===== src/design/aging_neighbor_table_top_defines.svh =====
// ----------------------------------------------------------------------------
// aging neighbor table assertion macros
// shared concurrent assertion forms, clocked on i_clk, off during reset
// ----------------------------------------------------------------------------
`ifndef AGING_NEIGHBOR_TABLE_TOP_DEFINES_SVH
`define AGING_NEIGHBOR_TABLE_TOP_DEFINES_SVH

// same-cycle implication
`define ANT_ASSERT_NOW(lbl, ante, cons, msg) \
    lbl: assert property (@(posedge i_clk) disable iff (!i_rst_n) (ante) |-> (cons)) \
        else $error(msg);

// next-cycle implication
`define ANT_ASSERT_NEXT(lbl, ante, cons, msg) \
    lbl: assert property (@(posedge i_clk) disable iff (!i_rst_n) (ante) |=> (cons)) \
        else $error(msg);

`endif


===== src/design/ant_pkg.sv =====
// ----------------------------------------------------------------------------
// aging neighbor table package
// table geometry, item and entry types, action codes and the memory port bundle
// ----------------------------------------------------------------------------
`default_nettype none

package ant_pkg;

    localparam int TABLE_DEPTH = 16;
    localparam int IDX_W       = $clog2(TABLE_DEPTH);
    localparam int CNT_W       = $clog2(TABLE_DEPTH + 1);
    localparam logic [15:0] EXPIRY_RESET = 16'd32;

    typedef enum logic [1:0] {
        ACT_REFRESH   = 2'd0,
        ACT_APPEND    = 2'd1,
        ACT_OVERWRITE = 2'd2,
        ACT_SWEEP     = 2'd3
    } t_action;

    typedef struct packed {
        logic        mode;
        logic [7:0]  neighbor_id;
        logic [7:0]  distance_mm;
        logic [7:0]  reported_count;
        logic [31:0] now;
    } t_in_item;

    typedef struct packed {
        t_action     action;
        logic [3:0]  slot;
        logic [4:0]  live_count;
        logic [4:0]  removed;
    } t_out_item;

    typedef struct packed {
        logic [7:0]  id;
        logic [31:0] stamp;
        logic [7:0]  distance;
        logic [7:0]  their_count;
    } t_entry;

    typedef struct packed {
        logic             we;
        logic [IDX_W-1:0] wr_addr;
        logic [IDX_W-1:0] rd_addr;
        t_entry           wr_data;
    } t_mem_req;

endpackage

`default_nettype wire


===== src/design/ant_mem.sv =====
// ----------------------------------------------------------------------------
// aging neighbor table entry memory
// one write port, one read port with registered read data
// ----------------------------------------------------------------------------
`default_nettype none

module ant_mem (
    input  wire logic              i_clk,
    input  wire ant_pkg::t_mem_req i_req,
    output ant_pkg::t_entry        o_rd_data
);
    import ant_pkg::*;

    t_entry r_mem [TABLE_DEPTH];
    t_entry r_rd_data;

    always_ff @(posedge i_clk) begin
        if (i_req.we) begin
            r_mem[i_req.wr_addr] <= i_req.wr_data;
        end
        r_rd_data <= r_mem[i_req.rd_addr];
    end

    assign o_rd_data = r_rd_data;

endmodule

`default_nettype wire


===== src/design/ant_cmp.sv =====
// ----------------------------------------------------------------------------
// aging neighbor table compare unit
// id match for an update, age-over-expiry test for a sweep
// ----------------------------------------------------------------------------
`default_nettype none

module ant_cmp (
    input  wire logic            i_mode,
    input  wire logic [7:0]      i_key_id,
    input  wire logic [31:0]     i_now,
    input  wire logic [15:0]     i_expiry,
    input  wire ant_pkg::t_entry i_entry,
    output logic                 o_hit
);
    import ant_pkg::*;

    logic [31:0] age;

    // age wraps modulo 2^32
    assign age   = i_now - i_entry.stamp;
    assign o_hit = i_mode ? (age > {16'd0, i_expiry}) : (i_entry.id == i_key_id);

endmodule

`default_nettype wire


===== src/design/ant_ctrl.sv =====
// ----------------------------------------------------------------------------
// aging neighbor table sequencer
// walks the entries one per cycle for search and sweep (a sweep removal adds a step), issues memory writes
// ----------------------------------------------------------------------------
`default_nettype none

module ant_ctrl (
    input  wire logic              i_clk,
    input  wire logic              i_rst_n,
    input  wire logic              i_start,
    input  wire ant_pkg::t_in_item i_in,
    input  wire ant_pkg::t_entry   i_rd_data,
    input  wire logic              i_hit,
    output logic                   o_busy,
    output ant_pkg::t_in_item      o_item,
    output ant_pkg::t_mem_req      o_req,
    output logic                   o_done,
    output ant_pkg::t_out_item     o_out
);
    import ant_pkg::*;

    typedef enum logic [4:0] {
        S_IDLE  = 5'b00001,
        S_READ  = 5'b00010,
        S_TEST  = 5'b00100,
        S_LAST  = 5'b01000,
        S_WRITE = 5'b10000
    } t_state;

    t_state           r_state, n_state;
    t_in_item         r_item, n_item;
    logic [IDX_W-1:0] r_idx, n_idx;
    logic [CNT_W-1:0] r_cnt, n_cnt;
    logic [CNT_W-1:0] r_removed, n_removed;
    logic [IDX_W-1:0] r_slot, n_slot;
    t_action          r_action, n_action;
    logic             r_done, n_done;

    logic [CNT_W-1:0] cnt_m1;
    logic [CNT_W-1:0] idx_p1;
    logic [IDX_W-1:0] last_idx;
    logic [IDX_W-1:0] miss_slot;
    t_action          miss_action;
    logic [CNT_W-1:0] miss_cnt;

    assign cnt_m1   = r_cnt - CNT_W'(1);
    assign last_idx = cnt_m1[IDX_W-1:0];
    assign idx_p1   = {1'b0, r_idx} + CNT_W'(1);

    // placement on a search miss: append if room, else overwrite the last slot
    always_comb begin
        if (r_cnt < CNT_W'(TABLE_DEPTH)) begin
            miss_slot   = r_cnt[IDX_W-1:0];
            miss_action = ACT_APPEND;
            miss_cnt    = r_cnt + CNT_W'(1);
        end else begin
            miss_slot   = IDX_W'(TABLE_DEPTH - 1);
            miss_action = ACT_OVERWRITE;
            miss_cnt    = r_cnt;
        end
    end

    always_comb begin
        n_state   = r_state;
        n_item    = r_item;
        n_idx     = r_idx;
        n_cnt     = r_cnt;
        n_removed = r_removed;
        n_slot    = r_slot;
        n_action  = r_action;
        n_done    = 1'b0;

        o_req.we      = 1'b0;
        o_req.wr_addr = r_slot;
        o_req.rd_addr = r_idx;
        o_req.wr_data = '{id: r_item.neighbor_id, stamp: r_item.now,
                          distance: r_item.distance_mm,
                          their_count: r_item.reported_count};

        unique case (r_state)
            S_IDLE: begin
                if (i_start) begin
                    n_item    = i_in;
                    n_removed = '0;
                    n_slot    = '0;
                    if (!i_in.mode) begin
                        if (r_cnt == '0) begin
                            n_slot   = miss_slot;
                            n_action = miss_action;
                            n_cnt    = miss_cnt;
                            n_state  = S_WRITE;
                        end else begin
                            n_idx   = '0;
                            n_state = S_READ;
                        end
                    end else begin
                        n_action = ACT_SWEEP;
                        if (r_cnt == '0) begin
                            n_done = 1'b1;
                        end else begin
                            n_idx   = last_idx;
                            n_state = S_READ;
                        end
                    end
                end
            end
            S_READ: begin
                n_state = S_TEST;
            end
            S_TEST: begin
                if (!r_item.mode) begin
                    if (i_hit) begin
                        n_slot   = r_idx;
                        n_action = ACT_REFRESH;
                        n_state  = S_WRITE;
                    end else if (idx_p1 < r_cnt) begin
                        n_idx         = idx_p1[IDX_W-1:0];
                        o_req.rd_addr = idx_p1[IDX_W-1:0];
                    end else begin
                        n_slot   = miss_slot;
                        n_action = miss_action;
                        n_cnt    = miss_cnt;
                        n_state  = S_WRITE;
                    end
                end else begin
                    if (i_hit) begin
                        // expired: fetch the current last live entry to move down
                        o_req.rd_addr = last_idx;
                        n_state       = S_LAST;
                    end else if (r_idx == '0) begin
                        n_done  = 1'b1;
                        n_state = S_IDLE;
                    end else begin
                        n_idx         = r_idx - IDX_W'(1);
                        o_req.rd_addr = r_idx - IDX_W'(1);
                    end
                end
            end
            S_LAST: begin
                o_req.we      = 1'b1;
                o_req.wr_addr = r_idx;
                o_req.wr_data = i_rd_data;
                n_cnt         = cnt_m1;
                n_removed     = r_removed + CNT_W'(1);
                if (r_idx == '0) begin
                    n_done  = 1'b1;
                    n_state = S_IDLE;
                end else begin
                    n_idx         = r_idx - IDX_W'(1);
                    o_req.rd_addr = r_idx - IDX_W'(1);
                    n_state       = S_TEST;
                end
            end
            S_WRITE: begin
                o_req.we = 1'b1;
                n_done   = 1'b1;
                n_state  = S_IDLE;
            end
            default: begin
                n_state = S_IDLE;
            end
        endcase
    end

    always_ff @(posedge i_clk) begin
        if (!i_rst_n) begin
            r_state  <= S_IDLE;
            r_cnt    <= '0;
            r_done   <= 1'b0;
        end else begin
            r_state  <= n_state;
            r_cnt    <= n_cnt;
            r_done   <= n_done;
        end
    end

    always_ff @(posedge i_clk) begin
        r_item    <= n_item;
        r_idx     <= n_idx;
        r_removed <= n_removed;
        r_slot    <= n_slot;
        r_action  <= n_action;
    end

    assign o_busy = (r_state != S_IDLE);
    assign o_item = r_item;
    assign o_done = r_done;
    assign o_out  = '{action: r_action, slot: 4'(r_slot), live_count: 5'(r_cnt),
                      removed: 5'(r_removed)};

endmodule

`default_nettype wire


===== src/design/aging_neighbor_table_top.sv =====
// ----------------------------------------------------------------------------
// aging neighbor table
// neighbor table with id search, refresh/append/overwrite and timed expiry sweep
// ----------------------------------------------------------------------------
// usage:
//   an item is taken when start is high and busy is low; busy stays high
//   while the item is worked on and is low again in the o_done cycle (a sweep
//   of an empty table never raises it). o_done strobes for one cycle with
//   o_out; the receiver must take it then, it cannot stall the block.
//   the expiry register is written over the cfg channel (valid/ready, ready
//   always high); the user must do so only while the block is idle, which
//   the block itself does not enforce. reset value 32 ticks.
// operation: an update searches from slot 0 up to a hit or the last live
//   entry, then writes (an empty table goes straight to the write); a sweep
//   walks from the last live entry down to slot 0 (none on an empty table).
//   the entry memory gives one read per cycle, which sets the one entry
//   per cycle walk; a removal adds a step to fetch the current last entry.
// reset (synchronous, active low) empties the table and restores the
// expiry register; entry contents are not cleared.
// ----------------------------------------------------------------------------
`default_nettype none

module aging_neighbor_table_top (
    input  wire logic               i_clk,
    input  wire logic               i_rst_n,
    input  wire logic               start,
    output logic                    busy,
    input  wire ant_pkg::t_in_item  i_in,
    output logic                    o_done,
    output ant_pkg::t_out_item      o_out,
    input  wire logic               i_cfg_valid,
    output logic                    o_cfg_ready,
    input  wire logic [15:0]        i_cfg_data
);
    import ant_pkg::*;

    `include "aging_neighbor_table_top_defines.svh"

    logic [15:0] r_expiry;
    t_in_item    item;
    t_mem_req    mem_req;
    t_entry      rd_data;
    logic        hit;

    assign o_cfg_ready = 1'b1;

    always_ff @(posedge i_clk) begin
        if (!i_rst_n) begin
            r_expiry <= EXPIRY_RESET;
        end else if (i_cfg_valid && o_cfg_ready) begin
            r_expiry <= i_cfg_data;
        end
    end

    ant_ctrl u_ctrl (
        .i_clk     (i_clk),
        .i_rst_n   (i_rst_n),
        .i_start   (start),
        .i_in      (i_in),
        .i_rd_data (rd_data),
        .i_hit     (hit),
        .o_busy    (busy),
        .o_item    (item),
        .o_req     (mem_req),
        .o_done    (o_done),
        .o_out     (o_out)
    );

    ant_mem u_mem (
        .i_clk     (i_clk),
        .i_req     (mem_req),
        .o_rd_data (rd_data)
    );

    ant_cmp u_cmp (
        .i_mode    (item.mode),
        .i_key_id  (item.neighbor_id),
        .i_now     (item.now),
        .i_expiry  (r_expiry),
        .i_entry   (rd_data),
        .o_hit     (hit)
    );

    // an accepted transfer makes the block busy, or finishes at once on an empty sweep
    `ANT_ASSERT_NEXT(a_start_busy, start && !busy, busy || o_done, "accepted item dropped")
    `ANT_ASSERT_NOW(a_count_max, o_done, o_out.live_count <= 5'(TABLE_DEPTH), "count too large")
    `ANT_ASSERT_NOW(a_update_removed, o_done && (o_out.action != ACT_SWEEP), o_out.removed == '0, "update reported removals")
    `ANT_ASSERT_NOW(a_append_slot, o_done && (o_out.action == ACT_APPEND), o_out.live_count == ({1'b0, o_out.slot} + 5'd1), "append slot not at end")

endmodule

`default_nettype wire


===== config.mk =====
export PLATFORM = sky130hd
export DESIGN_NAME = aging_neighbor_table_top
export DESIGN_NICKNAME = d
export VERILOG_FILES = /design/src/design/ant_pkg.sv /design/src/design/ant_mem.sv /design/src/design/ant_cmp.sv /design/src/design/ant_ctrl.sv /design/src/design/aging_neighbor_table_top.sv
export VERILOG_INCLUDE_DIRS = /design/src /design/src/design
export SDC_FILE = /design/constraint.sdc
export NUM_CORES = 1
export LEC_CHECK = 0
export BUFFER_PORTS_ARGS = -buffer_cell sky130_fd_sc_hd__buf_2
export CORE_MARGIN = 2
export CORE_UTILIZATION = 49
export DETAILED_ROUTE_END_ITERATION = 7
export PLACE_DENSITY_LB_ADDON = 0.3
export SLEW_MARGIN = 20
export SYNTH_ARGS = -nofsm -noshare
export SYNTH_HDL_FRONTEND = slang
export SYNTH_SLANG_ARGS = --single-unit

===== constraint.sdc =====
create_clock -name i_clk -period 13.9 [get_ports i_clk]
set_input_delay 1.39 -clock i_clk [delete_from_list [all_inputs] [get_ports i_clk]]
set_output_delay 1.39 -clock i_clk [all_outputs]
set_load 0.01 [all_outputs]

# Word-level counts from Yosys, hierarchy flattened
# Memories as Yosys holds them, arrays and structs flattened. A register that Yosys moved wholly into a read port is not among the register bits.
# Index checks and enable logic that the tools add are counted.
# Widths: inputs -> output; s select.
[word_totals] n_memories=1 inputBits=77 ramBits=896 wordCells=119 register_bits=99 output_inout_bits=19
[op_classes] eq_ne=20 n_reduce_logical=13 muxes=63 add_sub_neg=6 magnitude_cmp=3
[memory_table] name="u_mem.r_mem" words=16 word_bits=56 rd=1 rd_ports_with_merged_regs=1 write_ports=1 line="ant_mem.sv:14" text="t_entry r_mem [TABLE_DEPTH];"
[op_table] cell="$mux 5" count=17
[op_table] cell="$mux 4" count=19
[op_table] cell="$mux 56" count=1
[op_table] cell="$gt 32x16->1" count=1
[op_table] cell="$sub 32x32->32" count=1
[op_table] cell="$pmux 5 s4" count=1
[op_table] cell="$pmux 4 s2" count=2
[op_table] cell="$pmux 5 s3" count=1
[op_table] cell="$mux 2" count=7
[op_table] cell="$ne 2x2->1 const B" count=6
[op_table] cell="$pmux 4 s3" count=1
[op_table] cell="$reduce_and 4->1" count=3
[op_table] cell="$add 5x1->5 const B" count=2
[op_table] cell="$mux 1" count=10
[op_table] cell="$pmux 5 s2" count=1
[op_table] cell="$ne 3x3->1 const B" count=3
[op_table] cell="$eq 8x8->1" count=1
[op_table] cell="$reduce_and 7->1" count=1
[op_table] cell="$add 4x1->5 const B" count=1
[op_table] cell="$eq 5x1->1 const B" count=1
[op_table] cell="$eq 5x2->1 const B" count=1
[op_table] cell="$eq 5x3->1 const B" count=1
[op_table] cell="$eq 5x4->1 const B" count=1
[op_table] cell="$eq 5x5->1 const B" count=1
[op_table] cell="other kinds (19)" count=21

# Longest topological paths before layout
# Gate-level depths: netlist of the first run.
[depth] ltp_word=6 depth_mapped=29 depth_no_buf=24

# By module
# A second synthesis of the first run with hierarchy kept.
[unflattened] cells_unflattened=2234 hier_area_um2=42359.4
[by_module_without_submodules] module="ant_mem" area_per_inst_um2=34678.3 n_inst=1 cells_per_inst=1445 seq_area_each_um2=28026.9
[by_module_without_submodules] module="ant_ctrl" area_per_inst_um2=4498.1 n_inst=1 cells_per_inst=371 seq_area_each_um2=2382.3
[by_module_without_submodules] module="ant_cmp" area_per_inst_um2=2558.7 n_inst=1 cells_per_inst=365 seq_area_each_um2=0.0
[by_module_without_submodules] module="aging_neighbor_table_top" area_per_inst_um2=624.3 n_inst=1 cells_per_inst=53 seq_area_each_um2=320.3

# Worst setup path after synthesis of the first run
# No wires, ideal clock.
[synth_timing] path_type="register -> register" startpoint="register u_ctrl.r_item (netlist bit u_ctrl.o_item[0])" endpoint="register u_mem.o_rd_data[16] (netlist name)" period_less_slack_ns=5.310 stages_incl_launch_ff=29 slack_ns=8.590 arrival_ns=5.179 cell_sequence="edfxtp_1 inv_1 ha_1 fa_1 and2b_1 o2111ai_1 a21oi_1 nor2_1 nor3_1 nor2_1 xnor2_1 ha_1 nand4_1 nor2_1 a22o_1 o31ai_1 o31a_1 o2111a_1 nand4_2 nor4_4 mux2_4 buf_6 o21a_1 buf_4 buf_6 buf_6 mux2_1 o2111ai_1 nand4_1"
[synth_between] elab_chain_len=6 word_cells_on_any_way=7 classes_between="add/sub (1); order compare (1); mux (5)"
[synth_rtl] element="start, declared" line="ant_ctrl.sv:31" text="t_in_item r_item, n_item;"
[synth_rtl] element="start signal, assigned" line="ant_ctrl.sv:178" text="r_item <= n_item;"
[synth_rtl] element="$sub 32x32->32 (*)" line="ant_cmp.sv:20" text="assign age = i_now - i_entry.stamp;"
[synth_rtl] element="$gt 32x16->1 (*)" line="ant_cmp.sv:21" text="assign o_hit = i_mode ? (age > {16'd0, i_expiry}) : (i_entry.id == i_key_id);"
[synth_rtl] element="$mux 1 (*)" line="ant_cmp.sv:21"
[synth_rtl] element="$mux 4 (on tied branches)"
[synth_rtl] element="$mux 4 (*)" line="ant_ctrl.sv:111" text="if (!r_item.mode) begin"
[synth_rtl] element="$pmux 4 s2 (*)" line="ant_ctrl.sv:80" text="unique case (r_state)"
# Every way passes the cells marked *; elsewhere a longest branch is shown, timed or not.
# A chain may end at the register's enable or synchronous reset.

# Final worst setup path of the first run
[layout_timing] startpoint="register u_ctrl.r_item (netlist bit u_ctrl.o_item[0])" endpoint="register u_mem.o_rd_data[32] (netlist name)"
[layout_between] elab_chain_len=6 word_cells_on_any_way=7 classes_between="add/sub (1); order compare (1); mux (5)"
[layout_rtl] element="$sub 32x32->32 (*)" line="ant_cmp.sv:20"
[layout_rtl] element="$gt 32x16->1 (*)" line="ant_cmp.sv:21"
[layout_rtl] element="$mux 1 (*)" line="ant_cmp.sv:21"
[layout_rtl] element="$mux 4 (on tied branches)"
[layout_rtl] element="$mux 4 (*)" line="ant_ctrl.sv:111"
[layout_rtl] element="$pmux 4 s2 (*)" line="ant_ctrl.sv:80"
# Marks and branches as above.

==> results.tsv, run 1 <==
stage	metric	value	unit
run_status	outcome	completed	
power_and_ir_drop	peakVddDrop	143	uV
global_routing	grt_overflow	0	
clocking	clockRootBuffer	clkbuf_16	
placed_design	dp_hpwl	44.8	mm
route	wl_per_cell	25.3	um
logic_synthesis	ys.flop_type	edfxtp_1	
logic_synthesis	ys_ff_latch	763	
sta	slew_headroom	0.262	
sta	fin_crit_sh	0.612	
sta	finalHoldViolations	0	
setup_path	cp_max_fo	81	
clocking	clkSinkCount	763	
floorplanning	die_w	268	um
logic_synthesis	ys_async_sr_fraction	0	
logic_synthesis	syn_avg_cell_area	13.6	um2
sta	drv_slew	0	
clocking	post_cts_resized	0	
floorplanning	ios	96	
sta	fmax	118	MHz
route	first_pass_iters	5	
logic_synthesis	synth_cell_types	81	
sta	rsz0062_at_grt	no	
clocking	post-cts-setup-buffers	0	
route	routed-wl-met3	7.00	mm
floorplanning	dieArea	71800	um2
route	drt_wl_total	89.7	mm
global_routing	grt_max_degree	163	
clocking	clockBufferDepth	3	
finish	final_nets	2688	
route	drc	0	
finish	fillers	5467	
global_routing	grt_first_pass_wirelength	134	mm
finish	multi_input_area	10300	um2
placed_design	place.gp.congestion	0.918	
route	ant_nets	0	
job	drv_cap	0	
clocking	cts_tree	yes	
placed_design	port_buffers	78	
floorplanning	core-area	68800	um2
setup_path	worstSetupPathType	flip-flop to flip-flop	
power_and_ir_drop	power.density	200	nW/um2
clocking	cts_hold_buf	0	
route	vias	22296	
route	routed.top_layer	met4	
hold_path	min_path_type	flip-flop to flip-flop	
global_routing	track_usage	0.249	
clocking	numCtsBuffers	80	
clocking	htreeDepth	3	
logic_synthesis	synth_area	34100	um2
sta	final.min_clock_period	8.51	ns
setup_path	crit_slowest_cell	buf_4	
finish	drive_gt1_frac	0.139	
placed_design	post_dp_cell_area	35500	um2
route	viasPerCell	6.28	
sta	finClkSkew	0.0262	ns
setup_path	crit_chain	inv_1 -> ha_1 -> fa_1 -> and2b_1 -> o2111ai_1 -> a211oi_1 -> nor2_1 -> xnor2_1 -> ha_1 -> nand4_1 -> nor2_1 -> a22o_1 -> o31ai_1 -> o31a_1 -> o2111a_1 -> nand4_2 -> nor4_4 -> mux2_4 -> o21a_4 -> buf_16 -> buf_4 -> mux2_1 -> o2111ai_1 -> nand4_1	
logic_synthesis	synth_edf_count	696	
finish	seqCellArea	22200	um2
logic_synthesis	yosysWarnings	0	
sta	tns	0	ns
floorplanning	rows	96	
finish	final_cell_area	38100	um2
route	m1WireLength	38.3	mm
setup_path	cpPeakStageDelay	0.81	ns
floorplanning	start_util	0.496	
floorplanning	die_height	268	um
logic_synthesis	netlist_instances	2515	
global_routing	grt_pass1_vias	21713	
clocking	clk_latency	0.64	ns
setup_path	cp_data_arrival_time	8.99	ns
sta	tightest_slew	1.11	ns
global_routing	antenna_found_initial	0	
setup_path	crit_required	14.38	ns
route	drt_iter0_markers	2365	
logic_synthesis	ys_seq_area_frac	0.652	
power_and_ir_drop	leakagePower	12.9	nW
finish	areaGrowthSynthToFinish	11.8	%
logic_synthesis	syn_nets	2649	
setup_path	cp-start-kind	flip-flop	
finish	diodes	0	
finish	fin_util	0.554	
sta	setup_violations	0	
route	wl_met2	41.7	mm
setup_path	cp-end-kind	flip-flop	
clocking	clk_pin_slew_worst_paths	0.06	ns
path summary, 6_finish.rpt:
check,end,slack [ns],cells after the start,from
worst max-delay path,u_mem.o_rd_data[32],5.39,24,u_ctrl.o_item[0]
worst min register to register,r_expiry[5],0.52,2,r_expiry[5]
worst max register to register,u_mem.o_rd_data[32],5.39,24,u_ctrl.o_item[0]
worst min-delay path,r_expiry[5],0.52,2,r_expiry[5]
flip-flops by register name, summed over array words and instances (netlist names), 2 cells and up:
name              flops
u_ctrl.r_cnt          5
u_ctrl.r_idx          4
u_ctrl.r_state        5
u_ctrl.r_removed      5
u_mem.r_mem         640
u_ctrl.r_action       2
u_ctrl.r_slot         4
r_expiry             16
u_ctrl.o_item        41
u_mem.o_rd_data      40
synthesized netlist by cell type, types with 5 or more instances:
cell type	instances	area, um2
edfxtp_1	696	20900
o211ai_1	326	2450
inv_1	228	856
o2111ai_1	161	1410
clkbuf_1	136	510
nand2_1	120	450
mux2_1	105	1180
o21ai_0	68	340
dfxtp_1	67	1340
nor2_1	63	236
nand4_1	59	369
mux2_2	58	653
a21oi_1	57	285
ha_1	56	701
xnor2_1	27	236
mux2i_1	25	250
nor2b_1	23	144
xor2_1	20	175
buf_6	17	191
nor3_1	17	85.1
buf_4	15	113
buf_2	14	70.1
nand3_1	13	65.1
o21a_1	11	82.6
o21ai_1	11	55.1
a31oi_1	10	62.6
and2_1	9	56.3
nand2b_1	7	43.8
buf_1	6	22.5
a211oi_1	5	37.5
per-layer routing:
| layer | global-route usage | vias up |
|---|---|---|
| met5 | 0 | - |
| met4 | 0.0870 | 0 |
| met3 | 0.0395 | 198 |
| met2 | 0.397 | 1021 |
| met1 | 0.349 | 11181 |
| li1 | - | 9896 |
placed cells by master, fill, tap and decap left out, types with 57 or more instances in the layout:
cell type	count
mux2_1	105
buf_4	62
inv_1	227
buf_2	78
mux2_2	58
nand2_1	120
o211ai_1	326
edfxtp_1	696
clkbuf_16	84
nand4_1	59
dfxtp_1	67
a21oi_1	57
o2111ai_1	161
o21ai_0	64
power breakdown:
part | leakage (nW) | switching (mW) | total [mW] | internal, mW
clock network | 1.28 | 0.874 | 2.11 | 1.23
logic | 4.80 | 1.72 | 2.60 | 0.885
registers | 6.84 | 0.110 | 2.91 | 2.80
layout make-up:
type | instances | share of cell area
clock inverter | 36 | 0.00827
timing repair buffer | 145 | 0.0252
clock buffer | 109 | 0.0594
multi-input combinational | 1335 | 0.271
inverter | 229 | 0.0225
tap | 931 | 0.0305
sequential | 763 | 0.583
per-stage QoR:
step           cells  total power, mW  worst slack, ns  hold WS, ns
3_5_place_dp    3402             5.50             5.58        0.516
5_1_grt         3548             7.99             4.87        0.547
4_1_cts         3547             7.61             5.51        0.527
2_1_floorplan   2515             4.77             8.59        0.461
3_3_place_gp    3401             5.44             5.28        0.505
6_report        3548             7.62             5.39        0.524
worst max-delay path, delay by kind of cell (launching register included):
family | cells | cell delay, ns
buffers and inverters | 3 | 1.19
AND/OR/NAND/NOR | 7 | 1.52
flip-flops | 1 | 0.33
adder cells (fa/ha/maj) | 3 | 0.94
multiplexers | 2 | 1.16
AO/OA/AOI/OAI | 8 | 2.59
XOR/XNOR | 1 | 0.38
cells by family (layout without fill, tap and decap cells):
kind of cell    after synthesis  after routing  share of synthesized area
simple gates                338            338                     0.0487
buf+inv                     417            519                     0.0518
fa+ha+maj                    57             57                     0.0211
compound gates              703            703                      0.153
mux                         189            189                     0.0616
flops                       763            763                      0.652
other cells                   1              1                   0.000110
xor+xnor                     47             47                     0.0121
Power figures use the tool's default switching activity.
==> run 2: changes to the inputs <==
==> constraint.sdc (replaced) <==
create_clock -name i_clk -period 7.4 [get_ports i_clk]
set_input_delay 0.74 -clock i_clk [delete_from_list [all_inputs] [get_ports i_clk]]
set_output_delay 0.74 -clock i_clk [all_outputs]
set_load 0.01 [all_outputs]
==> run 2 against run 1 <==
Net effect:
- cell count up 0.42%
- power rose by 88%
- die area unchanged
- first-iteration DRC count fell by 5.0%
- non-clock buffer count grew 12
- global-route usage down 0.15 points
- flip-flop and latch count unchanged
- clock skew down 0.0059 ns
- worst hold slack got worse by 0.23 ns
- critical path type unchanged
==> results.tsv, run 2 (synthesis gave the netlist of run 1 again) <==
stage	metric	value	unit	change
run_status	outcome	completed		unchanged
route	viasPerCell	6.25		was 6.28
route	drt_iter0_markers	2246		was 2365
finish	final_cells	3563		was 3548
clocking	post-cts-setup-buffers	0		unchanged
power_and_ir_drop	peakVddDrop	220	uV	was 143 uV
clocking	clk_pin_slew_worst_paths	0.06	ns	about the same
sta	finalHoldViolations	0		unchanged
sta	fin_crit_sh	0.941		was 0.612
route	drc	0		unchanged
global_routing	grt_pass1_vias	21682		was 21713
route	vias	22261		was 22296
sta	tightest_slew	1.07	ns	was 1.11 ns
setup_path	cp_data_arrival_time	7.46	ns	was 8.99 ns
sta	rsz0062_at_grt	no		unchanged
route	wl_per_cell	25.0	um	was 25.3 um
finish	largest_register_ffs	640		unchanged
route	routed-wl-met3	7.23	mm	was 7.00 mm
finish	areaGrowthSynthToFinish	12.4	%	was 11.8%
setup_path	cp_max_fo	48		was 81
clocking	clk_latency	0.62	ns	was 0.64 ns
finish	largest_register	u_mem.r_mem		unchanged
setup_path	cp-start-kind	flip-flop		unchanged
floorplanning	die_height	268	um	unchanged
clocking	clkSinkCount	763		unchanged
clocking	cts_tree	yes		unchanged
sta	drv_slew	0		unchanged
power_and_ir_drop	leakagePower	13.0	nW	was 12.9 nW
global_routing	grt_overflow	0		unchanged
setup_path	cpPeakStageDelay	0.56	ns	was 0.81 ns
floorplanning	core-area	68800	um2	unchanged
clocking	numCtsBuffers	80		unchanged
setup_path	r2r_cells	26		was 24
clocking	htreeDepth	3		unchanged
power_and_ir_drop	power.density	373	nW/um2	was 200 nW/um2
route	ant_nets	0		unchanged
finish	mostFrequentLayoutCell	edfxtp_1		unchanged
route	drt_wl_total	88.9	mm	was 89.7 mm
setup_path	crit_path_start	u_ctrl.o_item[0]		unchanged
floorplanning	dieArea	71800	um2	unchanged
power_and_ir_drop	power_frac_clock	0.267		was 0.277
power_and_ir_drop	p_sw	5.11	mW	was 2.70 mW
job	drv_cap	0		unchanged
power_and_ir_drop	switching_share	0.357		was 0.355
finish	final_cell_mix	edfxtp_1 (696), o211ai_1 (326), inv_1 (227)		unchanged
floorplanning	rows	96		unchanged
setup_path	r2r-start	u_ctrl.o_item[0]		unchanged
global_routing	grt_max_degree	161		was 163
power_and_ir_drop	pwr-share-seq	0.382		was 0.381
route	routed.top_layer	met4		unchanged
route	first_pass_iters	5		unchanged
finish	final_cell_area	38300	um2	was 38100 um2
placed_design	post_dp_cell_area	35800	um2	was 35500 um2
setup_path	crit_slowest_cell	nor4_4		was buf_4
sta	slew_headroom	0.277		was 0.262
sta	fmax	144	MHz	was 118 MHz
route	wl_met2	41.2	mm	was 41.7 mm
finish	final_nets	2700		was 2688
clocking	cts_hold_buf	0		unchanged
power_and_ir_drop	finalPower	14.3	mW	was 7.62 mW
global_routing	track_usage	0.248		was 0.249
setup_path	reg2reg_to	u_mem.o_rd_data[27]		was u_mem.o_rd_data[32]
sta	setup_violations	0		unchanged
floorplanning	die_w	268	um	unchanged
global_routing	antenna_found_initial	0		unchanged
placed_design	placed_cells	3415		was 3402
placed_design	place.gp.congestion	0.883		was 0.918
placed_design	port_buffers	78		unchanged
sta	tns	0	ns	unchanged
setup_path	crit_path_end	u_mem.o_rd_data[27]		was u_mem.o_rd_data[32]
clocking	clockBufferDepth	3		unchanged
finish	drive_gt1_frac	0.144		was 0.139
power_and_ir_drop	share_comb_of_total_power	0.351		was 0.342
floorplanning	start_util	0.496		unchanged
finish	fin_util	0.557		was 0.554
route	m1WireLength	38.2	mm	was 38.3 mm
setup_path	worstSetupPathType	flip-flop to flip-flop		unchanged
global_routing	grt_first_pass_wirelength	134	mm	about the same
placed_design	dp_hpwl	46.2	mm	was 44.8 mm
power_and_ir_drop	p_int	9.19	mW	was 4.92 mW
setup_path	crit_required	7.89	ns	was 14.38 ns
clocking	clockRootBuffer	clkbuf_16		unchanged
floorplanning	ios	96		unchanged
finish	diodes	0		unchanged
setup_path	reg2reg_slack	0.43	ns	was 5.39 ns
sta	finClkSkew	0.0203	ns	was 0.0262 ns
hold_path	min_path_type	primary input to flip-flop		was flip-flop to flip-flop
sta	final.min_clock_period	6.97	ns	was 8.51 ns
setup_path	cp-end-kind	flip-flop		unchanged
[run 2: cell type report]
type                    count  area (um2)
clock inverters            37         269
repair buffers            157        1230
inverters                 229         860
flip-flops and latches    763       22200
multi-input cells        1335       10300
clock buffers             111        2240
fillers                  5456       30500
well taps                 931        1160
[run 2: metrics by stage]
step / setup slack [ns] / hold WS [ns]
2_1_floorplan: 2.09 / 0.461
3_3_place_gp: 0.555 / 0.500
3_5_place_dp: 0.509 / 0.510
4_1_cts: 0.382 / 0.254
5_1_grt: 0.146 / 0.265
6_report: 0.433 / 0.289
[run 2: per-layer routing]
metal / up-vias / GRT usage
li1: 9954 / -
met4: 0 / 0.0852
met3: 165 / 0.0350
met1: 11119 / 0.354
met5: - / 0
met2: 1023 / 0.390
[run 2: worst min path at each step]
stage                            from           endpoint  slack [ns]  cells past startpoint
after CTS                    i_in[54]  u_ctrl.o_item[54]        0.25                      1
after floorplan           r_expiry[5]        r_expiry[5]        0.46                      2
final                        i_in[29]  u_ctrl.o_item[29]        0.29                      1
after global placement    r_expiry[5]        r_expiry[5]        0.50                      2
after global routing         i_in[49]  u_ctrl.o_item[49]        0.27                      1
after detailed placement  r_expiry[7]        r_expiry[7]        0.51                      2
[run 2: critical path, delay by kind of cell (launching register included)]
kind	cells	cell delay (ns)
mux	2	0.65
buf+inv	3	0.61
compound gates	8	2.19
fa+ha+maj	3	0.97
flops	1	0.33
xor+xnor	1	0.33
simple gates	9	1.69
[run 2: repair_timing]
action	4_1_cts	5_1_grt
hold endpoints to repair	0	0
setup endpoints to repair	0	1
gates resized for setup	0	1
[run 2: power by group through the flow]
stage,Sequential [mW],Clock (mW),Combinational (mW)
global route,5.49,4.05,5.49
finish,5.47,3.82,5.02
detailed placement,5.55,0,4.93
floorplan,5.46,0,3.50
CTS,5.46,3.89,4.96
global placement,5.55,0,4.85
==> run 3: changes to the inputs <==
--- a/config.mk
+++ b/config.mk
@@ -8,7 +8,7 @@
 export LEC_CHECK = 0
 export BUFFER_PORTS_ARGS = -buffer_cell sky130_fd_sc_hd__buf_2
 export CORE_MARGIN = 2
-export CORE_UTILIZATION = 49
+export CORE_UTILIZATION = 40
 export DETAILED_ROUTE_END_ITERATION = 7
 export PLACE_DENSITY_LB_ADDON = 0.3
 export SLEW_MARGIN = 20
==> run 3 against run 2 <==
Net effect:
- wire length up 4.9%
- sequential share of layout area down 0.52 points
- cell area up 0.91%
- largest cell class unchanged
- clock power up 3%
- flip-flop and latch count unchanged
- die area up 22%
- worst hold slack worse by 0.010 ns
- via count up 0.11%
- setup slack worse by 0.063 ns
- power up 1.3%
==> results.tsv, run 3 (synthesis gave the netlist of run 1 again) <==
stage	metric	value	unit	change
run_status	outcome	completed		unchanged
global_routing	antenna_found_initial	0		unchanged
setup_path	r2r-start	u_ctrl.o_item[0]		unchanged
finish	largest_register	u_mem.r_mem		unchanged
clocking	clockRootBuffer	clkbuf_16		unchanged
finish	final_nets	2710		was 2700
sta	fmax	142	MHz	was 144 MHz
sta	finalHoldViolations	0		unchanged
route	vias	22285		was 22261
power_and_ir_drop	power_frac_clock	0.271		was 0.267
hold_path	hold_path_end	u_ctrl.o_item[30]		was u_ctrl.o_item[29]
finish	mostFrequentLayoutCell	edfxtp_1		unchanged
route	wl_per_cell	24.6	um	was 25.0 um
clocking	cts_tree	yes		unchanged
sta	setup_violations	0		unchanged
sta	hold_ws	0.279	ns	was 0.289 ns
route	first_pass_iters	5		unchanged
finish	fin_util	0.456		was 0.557
setup_path	cp_max_fo	67		was 48
clocking	clkSinkCount	763		unchanged
global_routing	grt_max_degree	161		unchanged
power_and_ir_drop	p_int	9.29	mW	was 9.19 mW
power_and_ir_drop	leakagePower	13.0	nW	about the same
floorplanning	core-area	84900	um2	was 68800 um2
sta	rsz0062_at_grt	no		unchanged
power_and_ir_drop	switching_share	0.359		was 0.357
placed_design	placed_cells	3636		was 3415
sta	finClkSkew	0.0270	ns	was 0.0203 ns
hold_path	worstHoldPathCells	1		unchanged
finish	areaGrowthSynthToFinish	13.4	%	was 12.4%
placed_design	port_buffers	78		unchanged
finish	final_cell_area	38700	um2	was 38300 um2
finish	diodes	0		unchanged
setup_path	crit_slowest_cell	nor4_4		unchanged
placed_design	pre_cts_slack	0.349	ns	was 0.509 ns
setup_path	reg2reg_to	u_mem.o_rd_data[17]		was u_mem.o_rd_data[27]
floorplanning	rows	107		was 96
floorplanning	ios	96		unchanged
power_and_ir_drop	p_sw	5.21	mW	was 5.11 mW
finish	drive_gt1_frac	0.143		was 0.144
setup_path	cp-end-kind	flip-flop		unchanged
sta	tightest_slew	1.12	ns	was 1.07 ns
floorplanning	dieArea	87700	um2	was 71800 um2
sta	final.min_clock_period	7.03	ns	was 6.97 ns
setup_path	cpPeakStageDelay	0.58	ns	was 0.56 ns
finish	largest_register_ffs	640		unchanged
job	drv_cap	0		unchanged
global_routing	track_usage	0.211		was 0.248
hold_path	min_path_type	primary input to flip-flop		unchanged
clocking	clk_pin_slew_worst_paths	0.06	ns	about the same
route	drt_wl_total	93.3	mm	was 88.9 mm
sta	setup_slack	0.370	ns	was 0.433 ns
sta	tns	0	ns	unchanged
setup_path	crit_required	7.89	ns	about the same
power_and_ir_drop	share_comb_of_total_power	0.351		about the same
hold_path	hp-start	i_in[30]		was i_in[29]
global_routing	grt_first_pass_wirelength	139	mm	was 134 mm
clocking	clk_latency	0.63	ns	was 0.62 ns
global_routing	grt_overflow	0		unchanged
power_and_ir_drop	finalPower	14.5	mW	was 14.3 mW
route	ant_nets	0		unchanged
route	viasPerCell	5.88		was 6.25
floorplanning	start_util	0.402		was 0.496
setup_path	r2r_cells	27		was 26
sta	slew_headroom	0.253		was 0.277
clocking	numCtsBuffers	82		was 80
placed_design	place.gp.congestion	0.885		was 0.883
setup_path	worstSetupPathType	flip-flop to flip-flop		unchanged
global_routing	grt_pass1_vias	22057		was 21682
route	drt_iter0_markers	1976		was 2246
power_and_ir_drop	power.density	375	nW/um2	was 373 nW/um2
sta	fin_crit_sh	0.950		was 0.941
setup_path	cp-start-kind	flip-flop		unchanged
placed_design	post_dp_cell_area	36100	um2	was 35800 um2
floorplanning	die_height	296	um	was 268 um
finish	final_cell_mix	edfxtp_1 (696), o211ai_1 (326), inv_1 (227)		unchanged
setup_path	reg2reg_slack	0.37	ns	was 0.43 ns
setup_path	cp_data_arrival_time	7.52	ns	was 7.46 ns
floorplanning	die_w	296	um	was 268 um
placed_design	dp_hpwl	48.9	mm	was 46.2 mm
route	drc	0		unchanged
power_and_ir_drop	pwr-share-seq	0.377		was 0.382
finish	final_cells	3789		was 3563
sta	drv_slew	0		unchanged
clocking	htreeDepth	3		unchanged
power_and_ir_drop	peakVddDrop	277	uV	was 220 uV
setup_path	crit_path_start	u_ctrl.o_item[0]		unchanged
clocking	clockBufferDepth	3		unchanged
[run 3: cell count changes in the layout (fill, tap and decap cells not counted), moves of 2 or more]
cell	delta
buf_4	+10
clkinv_1	+4
clkbuf_16	+2
clkbuf_1	+8
clkinv_2	-6
clkbuf_8	-8
buf_12	-2
bufinv_16	+3
[run 3: worst max-delay path by stage]
| stage | slack, ns | endpoint | cells after the start |
|---|---|---|---|
| after detailed placement | 0.35 | u_mem.o_rd_data[17] | 27 |
| after floorplan | 2.09 | u_mem.o_rd_data[16] | 28 |
| final | 0.37 | u_mem.o_rd_data[17] | 27 |
| after global placement | 0.37 | u_mem.o_rd_data[17] | 27 |
| after global routing | 0.008 | u_mem.o_rd_data[17] | 27 |
| after CTS | 0.30 | u_mem.o_rd_data[17] | 27 |
[run 3: worst max-delay path, delay by kind of cell, from the launching register on]
family,cells,cell delay [ns]
buffers and inverters,4,0.88
multiplexers,2,0.63
AND/OR/NAND/NOR,9,1.77
XOR/XNOR,1,0.33
adder cells (fa/ha/maj),3,0.96
flip-flops,1,0.32
AO/OA/AOI/OAI,8,1.97
[run 3: final cells by class]
cell class | count | area, um2
clock buffers | 113 | 2210
clock inverters | 40 | 349
fillers | 7460 | 46200
inverters | 229 | 860
multi-input cells | 1335 | 10300
flip-flops and latches | 763 | 22200
well taps | 1144 | 1430
repair buffers | 165 | 1270
[run 3: repair_timing]
action,CTS,global route
endpoints found under the setup margin,0,11
setup buffers,0,0
hold buffers,0,0
gates resized for setup,0,1
[run 3: routing by layer]
layer,global-route usage,vias to the layer above,wire length [um]
li1,-,9966,-
met1,0.288,11276,41000
met2,0.343,876,43300
met3,0.0346,167,6440
met4,0.0686,0,2600
met5,0,-,0
[run 3: power groups by stage]
stage	clock, mW	sequential, mW	combinational [mW]
after floorplan	0	5.46	3.50
after global placement	0	5.56	4.93
after detailed placement	0	5.56	5.02
final	3.93	5.47	5.09
after global routing	4.16	5.49	5.55
after CTS	3.99	5.47	5.05
